===== config.mk =====
export PLATFORM = sky130hd
export DESIGN_NAME = sensor_deadband_change_reporter_flat
export DESIGN_NICKNAME = d
export VERILOG_FILES = /design/src/rtl/core/sdcr_pkg.sv /design/src/rtl/core/sdcr_req_if.sv /design/src/rtl/core/sdcr_rsp_if.sv /design/src/rtl/core/sensor_deadband_change_reporter.sv /design/src/rtl/core/sdcr_ram.sv /design/src/rtl/core/sdcr_ctrl.sv /design/src/rtl/core/sdcr_datapath.sv /design/src/flat_wrapper.sv
export SDC_FILE = /design/constraint.sdc
export NUM_CORES = 1
export LEC_CHECK = 0
export ABC_CLOCK_PERIOD_IN_PS = 4840
export BUFFER_PORTS_ARGS = -buffer_cell sky130_fd_sc_hd__clkbuf_2
export CAP_MARGIN = 20
export CORE_UTILIZATION = 30
export DETAILED_ROUTE_END_ITERATION = 8
export SYNTH_ARGS = -nofsm -noshare
export SYNTH_HDL_FRONTEND = slang
export SYNTH_HIERARCHICAL = 1
export SYNTH_SLANG_ARGS = --single-unit

===== constraint.sdc =====
create_clock -name clock -period 4.84 [get_ports clock]
set_clock_uncertainty 0.2 [all_clocks]
set_input_delay 0.242 -clock clock [delete_from_list [all_inputs] [get_ports clock]]
set_output_delay 0.242 -clock clock [all_outputs]
set_load 0.01 [all_outputs]

===== src/rtl/core/sdcr_pkg.sv =====
`default_nettype none
package sdcr_pkg;

   // Kind codes of an input word
   localparam logic KIND_REGISTER = 1'b0;
   localparam logic KIND_READING  = 1'b1;

   // Kind codes of a report word
   localparam logic REPORT_TEMP  = 1'b0;
   localparam logic REPORT_HUMID = 1'b1;

   // Register indexes on the CSR port (byte address = 4 * index)
   localparam logic CSR_TEMP_DB  = 1'b0;
   localparam logic CSR_HUMID_DB = 1'b1;

   localparam logic [7:0] TEMP_DB_RESET  = 8'd2;
   localparam logic [7:0] HUMID_DB_RESET = 8'd3;

   // One channel table entry
   typedef struct packed {
      logic [7:0]         pin;
      logic               force_rpt;
      logic signed [11:0] temp;
      logic [9:0]         humid;
   } entry_type;

   typedef enum logic [2:0] {
      ST_IDLE,
      ST_LOOKUP,
      ST_CHECK,
      ST_SEND_T,
      ST_SEND_H
   } ctl_state_type;

   // Controller -> datapath
   typedef struct packed {
      logic capture;
      logic rd_en;
      logic inc_idx;
      logic wr_new;
      logic wr_force;
      logic wr_update;
      logic load_t;
      logic load_h;
   } ctl_cmd_type;

   // Datapath -> controller
   typedef struct packed {
      logic kind;
      logic read_ok;
      logic idx_at_end;
      logic full;
      logic pin_match;
      logic emit_t;
      logic emit_h;
      logic out_free;
   } dp_status_type;

endpackage
`default_nettype wire


===== src/rtl/core/sdcr_req_if.sv =====
`default_nettype none
interface sdcr_req_if;
   logic              valid;
   logic              ready;
   logic              kind;
   logic [7:0]        pin;
   logic              read_ok;
   logic signed [11:0] temperature;
   logic [9:0]        humidity;

   modport source (output valid, kind, pin, read_ok, temperature, humidity, input ready);
   modport sink   (input valid, kind, pin, read_ok, temperature, humidity, output ready);
endinterface
`default_nettype wire


===== src/rtl/core/sdcr_rsp_if.sv =====
`default_nettype none
interface sdcr_rsp_if;
   logic              valid;
   logic              ready;
   logic              report_kind;
   logic [7:0]        report_pin;
   logic signed [11:0] report_value;
   logic              last;

   modport source (output valid, report_kind, report_pin, report_value, last, input ready);
   modport sink   (input valid, report_kind, report_pin, report_value, last, output ready);
endinterface
`default_nettype wire


===== src/rtl/core/sensor_deadband_change_reporter.sv =====
`default_nettype none
// Channel  Dir  Handshake           Carries
// req_chan in   valid/ready         kind, pin, read_ok, temperature, humidity
// rsp_chan out  valid/ready         report_kind, report_pin, report_value, last
// csr_*    in   APB, pready tied 1  temp_deadband @0x0, humid_deadband @0x4
//
// An item is accepted in ST_IDLE, then each table entry is compared by a read in
// ST_LOOKUP and a check in ST_CHECK; a pin not found ends with a final ST_LOOKUP.
// A good reading of a known pin then passes ST_SEND_T and ST_SEND_H to queue its words.
// Synchronous reset clears the fill count and sets the deadbands to 2 and 3.
// A stalled rsp_chan holds one word in the output register; queueing the next word
// waits for it to drain, and the following item is taken in once the last word is loaded.
module sensor_deadband_change_reporter #(
   parameter int SLOTS = 16
) (
   input  wire logic         clock,
   input  wire logic         reset,
   sdcr_req_if.sink          req_chan,
   sdcr_rsp_if.source        rsp_chan,
   input  wire logic         csr_psel,
   input  wire logic         csr_penable,
   input  wire logic         csr_pwrite,
   input  wire logic [2:0]   csr_paddr,
   input  wire logic [31:0]  csr_pwdata,
   output logic [31:0]       csr_prdata,
   output logic              csr_pready
);
   sdcr_pkg::ctl_cmd_type    cmd;
   sdcr_pkg::dp_status_type  sts;
   logic                     csr_wr;
   logic [7:0]               csr_rd_byte;

   // register write lands at the access phase
   assign csr_pready = 1'b1;
   assign csr_wr     = csr_psel && csr_penable && csr_pwrite && csr_pready;
   assign csr_prdata = {24'b0, csr_rd_byte};

   sdcr_ctrl u_ctrl (
      .clock     (clock),
      .reset     (reset),
      .req_valid (req_chan.valid),
      .req_ready (req_chan.ready),
      .sts       (sts),
      .cmd       (cmd)
   );

   sdcr_datapath #(
      .SLOTS (SLOTS)
   ) u_datapath (
      .clock            (clock),
      .reset            (reset),
      .req_kind         (req_chan.kind),
      .req_pin          (req_chan.pin),
      .req_read_ok      (req_chan.read_ok),
      .req_temperature  (req_chan.temperature),
      .req_humidity     (req_chan.humidity),
      .rsp_valid        (rsp_chan.valid),
      .rsp_ready        (rsp_chan.ready),
      .rsp_report_kind  (rsp_chan.report_kind),
      .rsp_report_pin   (rsp_chan.report_pin),
      .rsp_report_value (rsp_chan.report_value),
      .rsp_last         (rsp_chan.last),
      .csr_wr           (csr_wr),
      .csr_sel          (csr_paddr[2]),
      .csr_wdata        (csr_pwdata[7:0]),
      .csr_rd_data      (csr_rd_byte),
      .cmd              (cmd),
      .sts              (sts)
   );
endmodule
`default_nettype wire


===== src/rtl/core/sdcr_ram.sv =====
`default_nettype none
module sdcr_ram #(
   parameter int WIDTH = 32,
   parameter int DEPTH = 16
) (
   input  wire logic                                  clock,
   input  wire logic                                  wr_en,
   input  wire logic [(DEPTH > 1 ? $clog2(DEPTH) : 1)-1:0] wr_addr,
   input  wire logic [WIDTH-1:0]                      wr_data,
   input  wire logic                                  rd_en,
   input  wire logic [(DEPTH > 1 ? $clog2(DEPTH) : 1)-1:0] rd_addr,
   output logic [WIDTH-1:0]                           rd_data
);
   logic [WIDTH-1:0] mem_ff [DEPTH];
   logic [WIDTH-1:0] rd_data_ff;

   always_ff @(posedge clock) begin
      if (wr_en) begin
         mem_ff[wr_addr] <= wr_data;
      end
      if (rd_en) begin
         rd_data_ff <= mem_ff[rd_addr];
      end
   end

   assign rd_data = rd_data_ff;
endmodule
`default_nettype wire


===== src/rtl/core/sdcr_ctrl.sv =====
`default_nettype none
module sdcr_ctrl (
   input  wire logic                   clock,
   input  wire logic                   reset,
   input  wire logic                   req_valid,
   output logic                        req_ready,
   input  wire sdcr_pkg::dp_status_type sts,
   output sdcr_pkg::ctl_cmd_type       cmd
);
   sdcr_pkg::ctl_state_type state_ff, state_in;

   always_ff @(posedge clock) begin
      if (reset) begin
         state_ff <= sdcr_pkg::ST_IDLE;
      end else begin
         state_ff <= state_in;
      end
   end

   always_comb begin
      state_in  = state_ff;
      cmd       = '0;
      req_ready = 1'b0;
      case (state_ff)
         sdcr_pkg::ST_IDLE: begin
            req_ready = 1'b1;
            if (req_valid) begin
               cmd.capture = 1'b1;
               state_in    = sdcr_pkg::ST_LOOKUP;
            end
         end
         sdcr_pkg::ST_LOOKUP: begin
            if (sts.idx_at_end) begin
               // pin not in table
               if (sts.kind == sdcr_pkg::KIND_REGISTER && !sts.full) begin
                  cmd.wr_new = 1'b1;
               end
               state_in = sdcr_pkg::ST_IDLE;
            end else begin
               cmd.rd_en = 1'b1;
               state_in  = sdcr_pkg::ST_CHECK;
            end
         end
         sdcr_pkg::ST_CHECK: begin
            if (sts.pin_match) begin
               if (sts.kind == sdcr_pkg::KIND_REGISTER) begin
                  cmd.wr_force = 1'b1;
                  state_in     = sdcr_pkg::ST_IDLE;
               end else if (sts.read_ok) begin
                  cmd.wr_update = 1'b1;
                  state_in      = sdcr_pkg::ST_SEND_T;
               end else begin
                  state_in = sdcr_pkg::ST_IDLE;
               end
            end else begin
               cmd.inc_idx = 1'b1;
               state_in    = sdcr_pkg::ST_LOOKUP;
            end
         end
         sdcr_pkg::ST_SEND_T: begin
            if (!sts.emit_t) begin
               state_in = sdcr_pkg::ST_SEND_H;
            end else if (sts.out_free) begin
               cmd.load_t = 1'b1;
               state_in   = sdcr_pkg::ST_SEND_H;
            end
         end
         sdcr_pkg::ST_SEND_H: begin
            if (!sts.emit_h) begin
               state_in = sdcr_pkg::ST_IDLE;
            end else if (sts.out_free) begin
               cmd.load_h = 1'b1;
               state_in   = sdcr_pkg::ST_IDLE;
            end
         end
         default: begin
            state_in = sdcr_pkg::ST_IDLE;
         end
      endcase
   end
endmodule
`default_nettype wire


===== src/rtl/core/sdcr_datapath.sv =====
`default_nettype none
module sdcr_datapath #(
   parameter int SLOTS = 16
) (
   input  wire logic                  clock,
   input  wire logic                  reset,
   // input word
   input  wire logic                  req_kind,
   input  wire logic [7:0]            req_pin,
   input  wire logic                  req_read_ok,
   input  wire logic signed [11:0]    req_temperature,
   input  wire logic [9:0]            req_humidity,
   // report word
   output logic                       rsp_valid,
   input  wire logic                  rsp_ready,
   output logic                       rsp_report_kind,
   output logic [7:0]                 rsp_report_pin,
   output logic signed [11:0]         rsp_report_value,
   output logic                       rsp_last,
   // CSR
   input  wire logic                  csr_wr,
   input  wire logic                  csr_sel,
   input  wire logic [7:0]            csr_wdata,
   output logic [7:0]                 csr_rd_data,
   // control
   input  wire sdcr_pkg::ctl_cmd_type cmd,
   output sdcr_pkg::dp_status_type    sts
);
   localparam int AW = (SLOTS > 1) ? $clog2(SLOTS) : 1;
   localparam int CW = $clog2(SLOTS + 1);
   localparam int EW = $bits(sdcr_pkg::entry_type);

   // deadband registers
   logic [7:0] temp_db_ff, humid_db_ff;

   always_ff @(posedge clock) begin
      if (reset) begin
         temp_db_ff  <= sdcr_pkg::TEMP_DB_RESET;
         humid_db_ff <= sdcr_pkg::HUMID_DB_RESET;
      end else if (csr_wr) begin
         if (csr_sel == sdcr_pkg::CSR_TEMP_DB) begin
            temp_db_ff <= csr_wdata;
         end else begin
            humid_db_ff <= csr_wdata;
         end
      end
   end

   // held input word
   logic              kind_ff, read_ok_ff;
   logic [7:0]        pin_ff;
   logic signed [11:0] temp_ff;
   logic [9:0]        humid_ff;

   always_ff @(posedge clock) begin
      if (cmd.capture) begin
         kind_ff    <= req_kind;
         pin_ff     <= req_pin;
         read_ok_ff <= req_read_ok;
         temp_ff    <= req_temperature;
         humid_ff   <= req_humidity;
      end
   end

   // scan index and fill count
   logic [CW-1:0] idx_ff, count_ff;

   always_ff @(posedge clock) begin
      if (reset) begin
         count_ff <= '0;
         idx_ff   <= '0;
      end else begin
         if (cmd.wr_new) begin
            count_ff <= count_ff + CW'(1);
         end
         if (cmd.capture) begin
            idx_ff <= '0;
         end else if (cmd.inc_idx) begin
            idx_ff <= idx_ff + CW'(1);
         end
      end
   end

   // entry table
   sdcr_pkg::entry_type ent, wr_ent;
   logic [EW-1:0]       rd_word;
   logic [AW-1:0]       wr_addr;
   logic                wr_en;

   assign ent = sdcr_pkg::entry_type'(rd_word);

   // compare against cached values
   logic signed [12:0] dt;
   logic [12:0]        dt_neg;
   logic [11:0]        adt;
   logic [10:0]        dh;
   logic [10:0]        dh_neg;
   logic [9:0]         adh;
   logic               emit_t_calc, emit_h_calc;

   always_comb begin
      dt     = {temp_ff[11], temp_ff} - {ent.temp[11], ent.temp};
      dt_neg = -dt;
      adt    = dt[12] ? dt_neg[11:0] : dt[11:0];
      dh     = {1'b0, humid_ff} - {1'b0, ent.humid};
      dh_neg = -dh;
      adh    = dh[10] ? dh_neg[9:0] : dh[9:0];
      emit_t_calc = ent.force_rpt || (adt > {4'b0, temp_db_ff});
      emit_h_calc = ent.force_rpt || (adh > {2'b0, humid_db_ff});
   end

   always_comb begin
      wr_ent  = ent;
      wr_addr = idx_ff[AW-1:0];
      wr_en   = cmd.wr_new || cmd.wr_force || cmd.wr_update;
      if (cmd.wr_new) begin
         wr_ent.pin       = pin_ff;
         wr_ent.force_rpt = 1'b0;
         wr_ent.temp      = '0;
         wr_ent.humid     = '0;
         wr_addr          = count_ff[AW-1:0];
      end else if (cmd.wr_force) begin
         wr_ent.force_rpt = 1'b1;
      end else begin
         wr_ent.force_rpt = 1'b0;
         if (emit_t_calc) begin
            wr_ent.temp = temp_ff;
         end
         if (emit_h_calc) begin
            wr_ent.humid = humid_ff;
         end
      end
   end

   sdcr_ram #(
      .WIDTH (EW),
      .DEPTH (SLOTS)
   ) u_table (
      .clock   (clock),
      .wr_en   (wr_en),
      .wr_addr (wr_addr),
      .wr_data (wr_ent),
      .rd_en   (cmd.rd_en),
      .rd_addr (idx_ff[AW-1:0]),
      .rd_data (rd_word)
   );

   // which reports the current reading owes
   logic emit_t_ff, emit_h_ff;

   always_ff @(posedge clock) begin
      if (reset) begin
         emit_t_ff <= 1'b0;
         emit_h_ff <= 1'b0;
      end else if (cmd.wr_update) begin
         emit_t_ff <= emit_t_calc;
         emit_h_ff <= emit_h_calc;
      end
   end

   // output register
   logic              out_valid_ff;
   logic              out_kind_ff, out_last_ff;
   logic [7:0]        out_pin_ff;
   logic signed [11:0] out_value_ff;
   logic              out_free;

   assign out_free = !out_valid_ff || rsp_ready;

   always_ff @(posedge clock) begin
      if (reset) begin
         out_valid_ff <= 1'b0;
      end else if (cmd.load_t || cmd.load_h) begin
         out_valid_ff <= 1'b1;
      end else if (rsp_ready) begin
         out_valid_ff <= 1'b0;
      end
   end

   always_ff @(posedge clock) begin
      if (cmd.load_t) begin
         out_kind_ff  <= sdcr_pkg::REPORT_TEMP;
         out_pin_ff   <= pin_ff;
         out_value_ff <= temp_ff;
         out_last_ff  <= !emit_h_ff;
      end else if (cmd.load_h) begin
         out_kind_ff  <= sdcr_pkg::REPORT_HUMID;
         out_pin_ff   <= pin_ff;
         out_value_ff <= {2'b0, humid_ff};
         out_last_ff  <= 1'b1;
      end
   end

   assign rsp_valid        = out_valid_ff;
   assign rsp_report_kind  = out_kind_ff;
   assign rsp_report_pin   = out_pin_ff;
   assign rsp_report_value = out_value_ff;
   assign rsp_last         = out_last_ff;

   assign csr_rd_data = (csr_sel == sdcr_pkg::CSR_TEMP_DB) ? temp_db_ff : humid_db_ff;

   always_comb begin
      sts.kind       = kind_ff;
      sts.read_ok    = read_ok_ff;
      sts.idx_at_end = (idx_ff == count_ff);
      sts.full       = (count_ff == CW'(SLOTS));
      sts.pin_match  = (ent.pin == pin_ff);
      sts.emit_t     = emit_t_ff;
      sts.emit_h     = emit_h_ff;
      sts.out_free   = out_free;
   end
endmodule
`default_nettype wire


===== src/flat_wrapper.sv =====
// flat-port wrapper written by rule: the top's interface ports become plain ports
module sensor_deadband_change_reporter_flat 
#(
   parameter int SLOTS = 16
)
  (clock, reset, csr_psel, csr_penable, csr_pwrite, csr_paddr, csr_pwdata, csr_prdata, csr_pready, req_chan_valid, req_chan_kind, req_chan_pin, req_chan_read_ok, req_chan_temperature, req_chan_humidity, req_chan_ready, rsp_chan_valid, rsp_chan_report_kind, rsp_chan_report_pin, rsp_chan_report_value, rsp_chan_last, rsp_chan_ready);
  sdcr_req_if req_chan_i ();
  sdcr_rsp_if rsp_chan_i ();
  input  wire logic clock;
  input  wire logic reset;
  input  wire logic csr_psel;
  input  wire logic csr_penable;
  input  wire logic csr_pwrite;
  input  wire logic [2:0] csr_paddr;
  input  wire logic [31:0] csr_pwdata;
  output logic [31:0] csr_prdata;
  output logic csr_pready;
  input wire logic [$bits(req_chan_i.valid)-1:0] req_chan_valid;
  input wire logic [$bits(req_chan_i.kind)-1:0] req_chan_kind;
  input wire logic [$bits(req_chan_i.pin)-1:0] req_chan_pin;
  input wire logic [$bits(req_chan_i.read_ok)-1:0] req_chan_read_ok;
  input wire logic [$bits(req_chan_i.temperature)-1:0] req_chan_temperature;
  input wire logic [$bits(req_chan_i.humidity)-1:0] req_chan_humidity;
  output wire logic [$bits(req_chan_i.ready)-1:0] req_chan_ready;
  output wire logic [$bits(rsp_chan_i.valid)-1:0] rsp_chan_valid;
  output wire logic [$bits(rsp_chan_i.report_kind)-1:0] rsp_chan_report_kind;
  output wire logic [$bits(rsp_chan_i.report_pin)-1:0] rsp_chan_report_pin;
  output wire logic [$bits(rsp_chan_i.report_value)-1:0] rsp_chan_report_value;
  output wire logic [$bits(rsp_chan_i.last)-1:0] rsp_chan_last;
  input wire logic [$bits(rsp_chan_i.ready)-1:0] rsp_chan_ready;
  assign req_chan_i.valid = req_chan_valid;
  assign req_chan_i.kind = req_chan_kind;
  assign req_chan_i.pin = req_chan_pin;
  assign req_chan_i.read_ok = req_chan_read_ok;
  assign req_chan_i.temperature = req_chan_temperature;
  assign req_chan_i.humidity = req_chan_humidity;
  assign req_chan_ready = req_chan_i.ready;
  assign rsp_chan_valid = rsp_chan_i.valid;
  assign rsp_chan_report_kind = rsp_chan_i.report_kind;
  assign rsp_chan_report_pin = rsp_chan_i.report_pin;
  assign rsp_chan_report_value = rsp_chan_i.report_value;
  assign rsp_chan_last = rsp_chan_i.last;
  assign rsp_chan_i.ready = rsp_chan_ready;
  sensor_deadband_change_reporter #(.SLOTS(SLOTS)) u_core (.clock(clock), .reset(reset), .req_chan(req_chan_i), .rsp_chan(rsp_chan_i), .csr_psel(csr_psel), .csr_penable(csr_penable), .csr_pwrite(csr_pwrite), .csr_paddr(csr_paddr), .csr_pwdata(csr_pwdata), .csr_prdata(csr_prdata), .csr_pready(csr_pready));
endmodule

## After elaboration in Yosys (flattened, before gate mapping)

Memories as Yosys holds them, arrays and structs flattened. A register that Yosys moved wholly into a read port is not among the register bits.
Index checks and enable logic that the tools add are counted.

- $lt $le $gt $ge: 2
- Eq/ne operators: 10
- Add/sub/neg operators: 6
- Reduce and logical (&&, ||, !) cells: 19
- Mux-type cells: 50
- Bitwise gates (word level): 2

Operators with widths:

| operator | number |
|---|---|
| 12-bit 2-to-1 mux | 4 |
| 8-bit 2-to-1 mux | 4 |
| 1-bit 2-to-1 mux | 25 |
| 23-bit 2-to-1 mux | 1 |
| 22-bit 2-to-1 mux | 1 |
| 10-bit 2-to-1 mux | 2 |
| 3-bit 2-to-1 mux | 5 |
| 3-bit case mux with 5 select lines | 1 |
| 12-bit by 12-bit subtractor with 13-bit output | 1 |
| 12-bit by 8-bit > comparator with 1-bit output | 1 |
| 2-bit 2-to-1 mux | 6 |
| 12-bit negation | 1 |
| 10-bit by 10-bit subtractor with 11-bit output | 1 |
| 5-bit by 1-bit adder with 5-bit output (second input constant) | 2 |
| 10-bit by 8-bit > comparator with 1-bit output | 1 |
| 10-bit negation | 1 |
| 8-bit equality test | 1 |
| 3-bit by 2-bit equality test with 1-bit output (second input constant) | 2 |
| 1-bit logical OR | 6 |
| 3-bit by 2-bit != test with 1-bit output (second input constant) | 2 |
| 5-bit equality test | 1 |
| 5-bit equality test (second input constant) | 1 |
| 4-bit 2-to-1 mux | 1 |
| 2-bit AND reduction | 2 |
| 10 further kinds | 16 |

- Bits in registers: 86
- Output and inout bits: 57
- Input port bits: 74
- Memories kept: 1
- Logic and storage cells: 107
- Memory bits (writable): 496

Memory list:

| name | words | bits a word | read ports | clocked after memory_dff | write ports | RTL line | source |
|---|---|---|---|---|---|---|---|
| u_core.u_datapath.u_table.mem_ff | 16 | 31 | 1 | 1 | 1 | sdcr_ram.sv:14 | `logic [WIDTH-1:0] mem_ff [DEPTH];` |

## Logic depth before layout (Yosys ltp)

Gate-level depths: netlist of the first run.

- Depth after elaboration: 10
- Mapped depth: 23
- Gate-level depth less buffers: 21

## Modules after synthesis

The synthesis of the first run kept the hierarchy.

Modules (own cells, without submodules):

| module | times used | sequential area each (um^2) | area an instance (um^2) | cells each |
|---|---|---|---|---|
| sdcr_ram | 1 | 15825.2 | 19558.8 | 812 |
| sdcr_datapath | 1 | 2192.1 | 5841.9 | 616 |
| sdcr_ctrl | 1 | 60.1 | 237.7 | 31 |
| sensor_deadband_change_reporter | 1 | 0.0 | 201.4 | 28 |

## Worst setup path before layout of the first run

OpenSTA, ideal clock, no wires.

- Path kind: reg2reg
- Start point: register u_core.u_datapath.count_ff[0]
- End point: memory u_core/u_datapath/u_table/mem_ff[0][0] (netlist name) (enable)
- Library setup time: 0.458 ns
- Cell stages (with the launch flop): 10
- Path buffers: 2
- Clock period less this slack: 5.224 ns
- Arrival time: 4.566 ns
- Path slack: -0.384 ns
- Data required time: 4.182 ns
- Path through: dfxtp_1 -> xnor2_1 -> nand3_1 -> nor3_1 -> nor4b_1 -> clkbuf_1 -> clkbuf_1 -> mux2_2 -> or3b_1 -> nor3_1

RTL lines:

| what | RTL line | source |
|---|---|---|
| from (decl) | sdcr_datapath.sv:66 | `logic [CW-1:0] idx_ff, count_ff;` |
| from (signal assigned) | sdcr_datapath.sv:74 | `count_ff <= count_ff + CW'(1);` |
| to (decl) | sdcr_ram.sv:14 |  |

==> flow_summary.ini, run 1 <==
[run_status]
status = finished, violations left
violations = negative setup slack

[drt]
num_vias = 14399
first_pass_iters = 5
drc_errors = 0
post_drt_via_cell_ratio = 4.93
wl_per_cell_um = 22.1
first_iter_violations = 1235
antenna_left = 0
wirelength_um = 64400

[clock_network]
cts_tree = done
clk_pin_slew_worst_paths_ns = 0.06
cts_root_buf = clkbuf_16
clock-sinks = 613
cts_max_level = 2
max-clock-path-buffers = 3
clk-insertion-delay-late_ns = 0.64
numCtsBuffers = 59

[synth]
synth-edff-count = 580
yosys.area_share.xor_xnor_pct = 1.46
synth-seq-cells = 613
synthFlopType = edfxtp_1
synth_compound_area_share_pct = 4.98
synth_top_area_share_pct = 67.4
synth_adder_area_share_pct = 2.24
syn_inst = 1487
yosysSeqAreaShare_pct = 70.0
synth.area.top_cells = edfxtp_1 (67%), mux4_2 (11%), dfxtp_1 (2.6%), ha_1 (2.1%), a22oi_1 (1.8%)
synth_area_leader_cell = edfxtp_1
ys_warn_count = 6
synth_top_family_by_area = multiplexers
synth_simple_gate_area_share_pct = 5.71
async_flop_share_pct = 0
syn_area_um2 = 25800
syn_area_per_cell_um2 = 17.4
yosysUniqueCellTypes = 76
synth_mux_area_share_pct = 12.8

[placement]
numPortBuffers = 79
place_congestion = 0.840
place_area_um2 = 28300
dp.cells = 2757
hpwl_um = 37300
pre_cts_slack_ns = -0.378

[sta]
worstMarginPinSlew_ns = 1.10
drv_slew = 0
hold_ws_ns = 0.0243
final_hold_viol_count = 0
rsz0062_at_grt = true
max-slew-margin-rel_pct = 26.7
setup_ws_ns = -0.0812
finalSetupViolCount = 269
fmaxAchievable_mhz = 203
fin_crit_sh_pct = 102
min_period_ns = 4.92

[grt]
grt_first_pass_wirelength_um = 93500
grt_pass1_vias = 14717
grt_overflow_total = 0
antenna_found_initial = 0
grt_max_degree = 66
grt_usage_pct = 14.6

[power_and_ir_drop]
ir_drop_v = 0.000262
leakage_nw = 10.2
powerDensity_nw_per_um2 = 362

[run]
max_cap_viol_count = 0

[worst_hold_path]
holdPathStages = 2
hold_path.class = in -> reg

[finish]
area_growth_pct = 20.5
finalInstanceArea_um2 = 31100
fin_cells = 2918
n_antenna_cell = 0
nets = 1847
drive_gt1_share_pct = 29.4
final_util_pct = 36.5

[die]
die_h_um = 295
coreArea_um2 = 85300
io_pins = 131
num_rows = 107
start_util_pct = 30.3
die_width_um = 295
die-area_um2 = 87300

[worst_setup_path]
crit_fanout = 8
crit_path_end_kind = flop
crit_type = reg -> reg
start_kind = flop
reg2regPathDepth = 19
cp.arrival_ns = 5.06
crit_required_ns = 4.98
==> cell usage in the layout (no fill, tap or decap), types with 7 or more instances in the layout <==
cell type        n
clkbuf_2        79
buf_6           11
conb_1          25
nand2_1         90
xor2_1          22
buf_4          104
ha_1            41
clkbuf_1        12
dlygate4sd3_1   42
dfxtp_1         31
edfxtp_1       580
nand2b_1        37
nor2_1          43
nand3b_1         8
nor3_1          14
nor2_4          23
xnor2_1         21
nand3_1          7
clkinv_2        11
inv_1           52
nor2b_1          9
o21ai_0         16
a21oi_1         36
clkbuf_16       61
mux2i_1         12
a22oi_1         63
mux2i_4         15
nand4_1         11
clkinv_1         8
mux4_2         124
buf_12           8
mux2_2          21
==> what timing repair did <==
item | CTS | global route
buffers inserted | 2 | 2
cloned | 2 | 6
setup endpoints to repair | 352 | 352
hold buffers | 42 | 0
gates resized for setup | 32 | 64
hold endpoints to repair | 65 | 0
pin swaps | 2 | 1
==> flip-flops by register name, indices dropped and copies added, names as in the netlist, 8 cells and up <==
signal	count
u_core/u_datapath/humid_ff	10
u_core/u_datapath/u_table/rd_data	31
u_core/u_datapath/rsp_report_pin	8
u_core/u_datapath/u_table/mem_ff	496
u_core/u_datapath/pin_ff	8
u_core/u_datapath/rsp_report_value	12
u_core/u_datapath/temp_ff	12
u_core/u_datapath/temp_db_ff	8
u_core/u_datapath/humid_db_ff	8
==> report_power, final <==
group          total (W)  switching, W  internal [W]
clock            0.00447       0.00200       0.00247
combinational   0.000853      0.000479      0.000374
sequential       0.00595     0.0000360       0.00591
total             0.0113       0.00251       0.00876
==> per-layer routing <==
layer,routed length [µm],vias to the layer above,track usage (%)
met5,0,-,0
met4,1400,0,3.97
met3,3900,98,2.40
met2,30500,473,23.7
met1,28600,7513,20.1
li1,-,6315,-
==> cell usage after synthesis, drive strengths merged (4+ instances only) <==
library cell    n
a22oi          63
and2            6
nand2          91
buf            56
nand3b          8
o211ai          5
ha             43
nor3b           5
nand3           8
or2             4
o21ai          23
edfxtp        580
xor2           22
o21a            5
o31a            4
mux4          124
a31oi           4
a211oi          6
nor2b          12
and3            6
clkbuf         34
xnor2          21
nand4          11
mux2i          27
dfxtp          33
a21o            4
inv            53
a21oi          37
mux2           21
nor3           18
nand2b         38
nor2           68
==> area by class of cell <==
class / instances / area (µm²)
Fill cell: 7904 / 54200
Sequential cell: 613 / 18100
Multi-Input combinational cell: 755 / 7610
Timing Repair Buffer: 246 / 1930
Clock buffer: 71 / 1520
Tap cell: 1144 / 1430
Clock inverter: 36 / 344
Inverter: 53 / 199
==> metrics by stage <==
stage	total power, W	TNS, ns
2_1_floorplan	0.00652	-18.25
3_3_place_gp	0.00677	-31.79
3_5_place_dp	0.00679	-76.18
4_1_cts	0.0113	-5.04
5_1_grt	0.0116	-85.21
6_report	0.0113	-12.13
==> worst max-delay path, stage by stage (launching register included) <==
cell and delay [ns]:
edfxtp_1 0.44, inv_2 0.11, ha_4 0.14, fa_2 0.21
nor2b_2 0.05, o31a_1 0.25, o31a_1 0.26, o22a_1 0.22
a31o_4 0.27, buf_4 0.14, nand2b_1 0.16, xnor2_1 0.13
ha_1 0.30, nand4_1 0.10, o22a_1 0.22, a2111o_1 0.46
o211ai_4 0.29, clkbuf_16 0.25, mux2i_4 0.33, nor2_4 0.10
==> final timing paths <==
| kind | startpoint | slack, ns | endpoint |
|---|---|---|---|
| hold / removal | reset | 0.02 | u_core/u_datapath/count_ff[0]$_SDFFE_PP0P_ |
| hold reg to reg | u_core/u_datapath/temp_db_ff[4]$_SDFFE_PP0P_ | 0.26 | u_core/u_datapath/temp_db_ff[4]$_SDFFE_PP0P_ |
| setup reg to reg | u_core/u_datapath/humid_ff[0]$_DFFE_PP_ | -0.08 | u_core/u_datapath/u_table/mem_ff[11][3]$_DFFE_PP_ |
| setup / recovery | u_core/u_datapath/humid_ff[0]$_DFFE_PP_ | -0.08 | u_core/u_datapath/u_table/mem_ff[11][3]$_DFFE_PP_ |
==> cell families (layout without fill, tap and decap cells) <==
| group | after synthesis | in the layout |
|---|---|---|
| flip-flops | 613 | 613 |
| adder cells (fa/ha/maj) | 45 | 45 |
| buffers and inverters | 143 | 406 |
| other | 2 | 25 |
| AND/OR/NAND/NOR | 291 | 292 |
| multiplexers | 172 | 172 |
| XOR/XNOR | 43 | 43 |
| AO/OA/AOI/OAI | 178 | 178 |
Power figures use the tool's default switching activity.
==> run 2: changes to the inputs <==
--- a/config.mk
+++ b/config.mk
@@ -10,6 +10,7 @@
 export CAP_MARGIN = 20
 export CORE_UTILIZATION = 30
 export DETAILED_ROUTE_END_ITERATION = 8
+export PLACE_DENSITY = 0.54
 export SYNTH_ARGS = -nofsm -noshare
 export SYNTH_HDL_FRONTEND = slang
 export SYNTH_HIERARCHICAL = 1
==> flow_summary.ini, run 2 (synthesis results as in run 1) <==
[sta]
hold_ws_ns = 0.104
worstMarginPinSlew_ns = 1.13
fin_crit_sh_pct = 101
timing.setup.tns_ns = -4.28
setup_ws_ns = -0.0400
min_period_ns = 4.88
final_hold_viol_count = 0
rsz0062_at_grt = true
drv_slew = 0
finalSetupViolCount = 243
fmaxAchievable_mhz = 205
max-slew-margin-rel_pct = 24.7

[clock_network]
numCtsBuffers = 67
cts_max_level = 3
clock-sinks = 613
clk-insertion-delay-late_ns = 0.61
cts_tree = done
clk_pin_slew_worst_paths_ns = 0.06
max-clock-path-buffers = 3
cts_root_buf = clkbuf_16

[placement]
place_congestion = 0.799
hpwl_um = 38300
numPortBuffers = 79
place_area_um2 = 28300

[die]
die_width_um = 295
io_pins = 131
die-area_um2 = 87300
die_h_um = 295
start_util_pct = 30.3
coreArea_um2 = 85300
num_rows = 107

[finish]
mostFrequentLayoutCells = edfxtp_1 (580), mux4_2 (124), buf_4 (118), nand2_1 (90), clkbuf_2 (79)
finalInstanceArea_um2 = 31500
layout_commonest_cell = edfxtp_1
largest_register = u_core/u_datapath/u_table/mem_ff
n_antenna_cell = 0
largest_reg_flops = 496
nets = 1866
final_util_pct = 36.9
drive_gt1_share_pct = 30.2
area_growth_pct = 21.7

[grt]
antenna_found_initial = 0
grt_usage_pct = 15.1
grt_pass1_vias = 14332
grt_first_pass_wirelength_um = 95900
grt_max_degree = 90
grt_overflow_total = 0

[drt]
wl_met3_um = 3530
wl_met1_um = 29700
first_iter_violations = 1336
wirelength_um = 66300
antenna_left = 0
post_drt_via_cell_ratio = 4.86
first_pass_iters = 5
num_vias = 14307
wl_per_cell_um = 22.5
dr_wl_met2_um = 32000
drc_errors = 0
highest_layer = met4

[worst_setup_path]
crit_required_ns = 4.96
crit_type = reg -> reg
crit_path_end_kind = flop
cp.arrival_ns = 5.00
start_kind = flop
crit_fanout = 8

[power_and_ir_drop]
power_frac_seq_pct = 50.3
power_frac_comb_pct = 7.4
power_switching_w = 0.00263
leakage_nw = 10.4
total_power_w = 0.0118
switching_share_pct = 22.2
powerDensity_nw_per_um2 = 376
p_int_w = 0.00919
p_clk_share_pct = 42.3
ir_drop_v = 0.000253

[run]
max_cap_viol_count = 0

[run_status]
status = finished, violations left
violations = negative setup slack

[worst_hold_path]
hold_path.class = in -> reg
-- run 2: final cells by class --
type	instances	area (µm²)
fillers	7865	53800
flip-flops and latches	613	18100
multi-input cells	757	7640
repair buffers	255	1970
clock buffers	80	1770
well taps	1144	1430
clock inverters	42	365
inverters	53	199
-- run 2: stage by stage --
stage / setup slack, ns / cells
6_report: -0.0400 / 2944
5_1_grt: -0.269 / 2944
4_1_cts: -0.00438 / 2929
3_5_place_dp: -0.435 / 2751
3_3_place_gp: -0.271 / 2751
2_1_floorplan: -0.114 / 1510
-- run 2: repair_timing --
action	4_1_cts	5_1_grt
pin swaps	10	23
buffers inserted	12	11
endpoints found under the hold margin	51	0
hold buffers	42	0
gates resized for setup	56	40
setup endpoints to repair	352	352
gates cloned	2	6
-- run 2: worst paths after layout --
path | depth (start not counted) | start | endpoint | slack [ns]
min reg2reg | 2 | u_core/u_datapath/temp_db_ff[6]$_SDFFE_PP0P_ | u_core/u_datapath/temp_db_ff[6]$_SDFFE_PP0P_ | 0.26
min | 2 | reset | u_core/u_datapath/count_ff[2]$_SDFFE_PP0P_ | 0.10
max reg2reg | 20 | u_core/u_datapath/humid_ff[0]$_DFFE_PP_ | u_core/u_datapath/u_table/mem_ff[2][1]$_DFFE_PP_ | -0.04
max | 20 | u_core/u_datapath/humid_ff[0]$_DFFE_PP_ | u_core/u_datapath/u_table/mem_ff[2][1]$_DFFE_PP_ | -0.04
-- run 2: metal layers --
metal	track usage (%)	vias to the layer above
met5	0	-
li1	-	6368
met3	2.47	85
met4	3.35	0
met1	21.2	7410
met2	24.7	444
-- run 2: power groups by stage --
| stage | clock network [W] | registers [W] | logic (W) |
|---|---|---|---|
| after floorplan | 0 | 0.00605 | 0.000475 |
| after global placement | 0 | 0.00606 | 0.000705 |
| after detailed placement | 0 | 0.00606 | 0.000726 |
| after CTS | 0.00513 | 0.00595 | 0.000831 |
| after global routing | 0.00531 | 0.00595 | 0.000962 |
| final | 0.00500 | 0.00595 | 0.000875 |
-- run 2: worst max-delay path: stages (launching register included) --
cell and delay [ns]:
edfxtp_1 0.41, inv_2 0.10, ha_4 0.14, fa_2 0.20
nor2b_2 0.05, o31a_1 0.26, o31a_1 0.27, o22a_1 0.22
a31o_4 0.29, a21oi_2 0.16, ha_1 0.26, nor2b_1 0.14
o21ai_1 0.12, nand2b_1 0.09, a21oi_2 0.16, o211ai_1 0.16
a2111o_1 0.45, o211ai_4 0.24, buf_6 0.24, mux2i_4 0.32
nor2_2 0.12
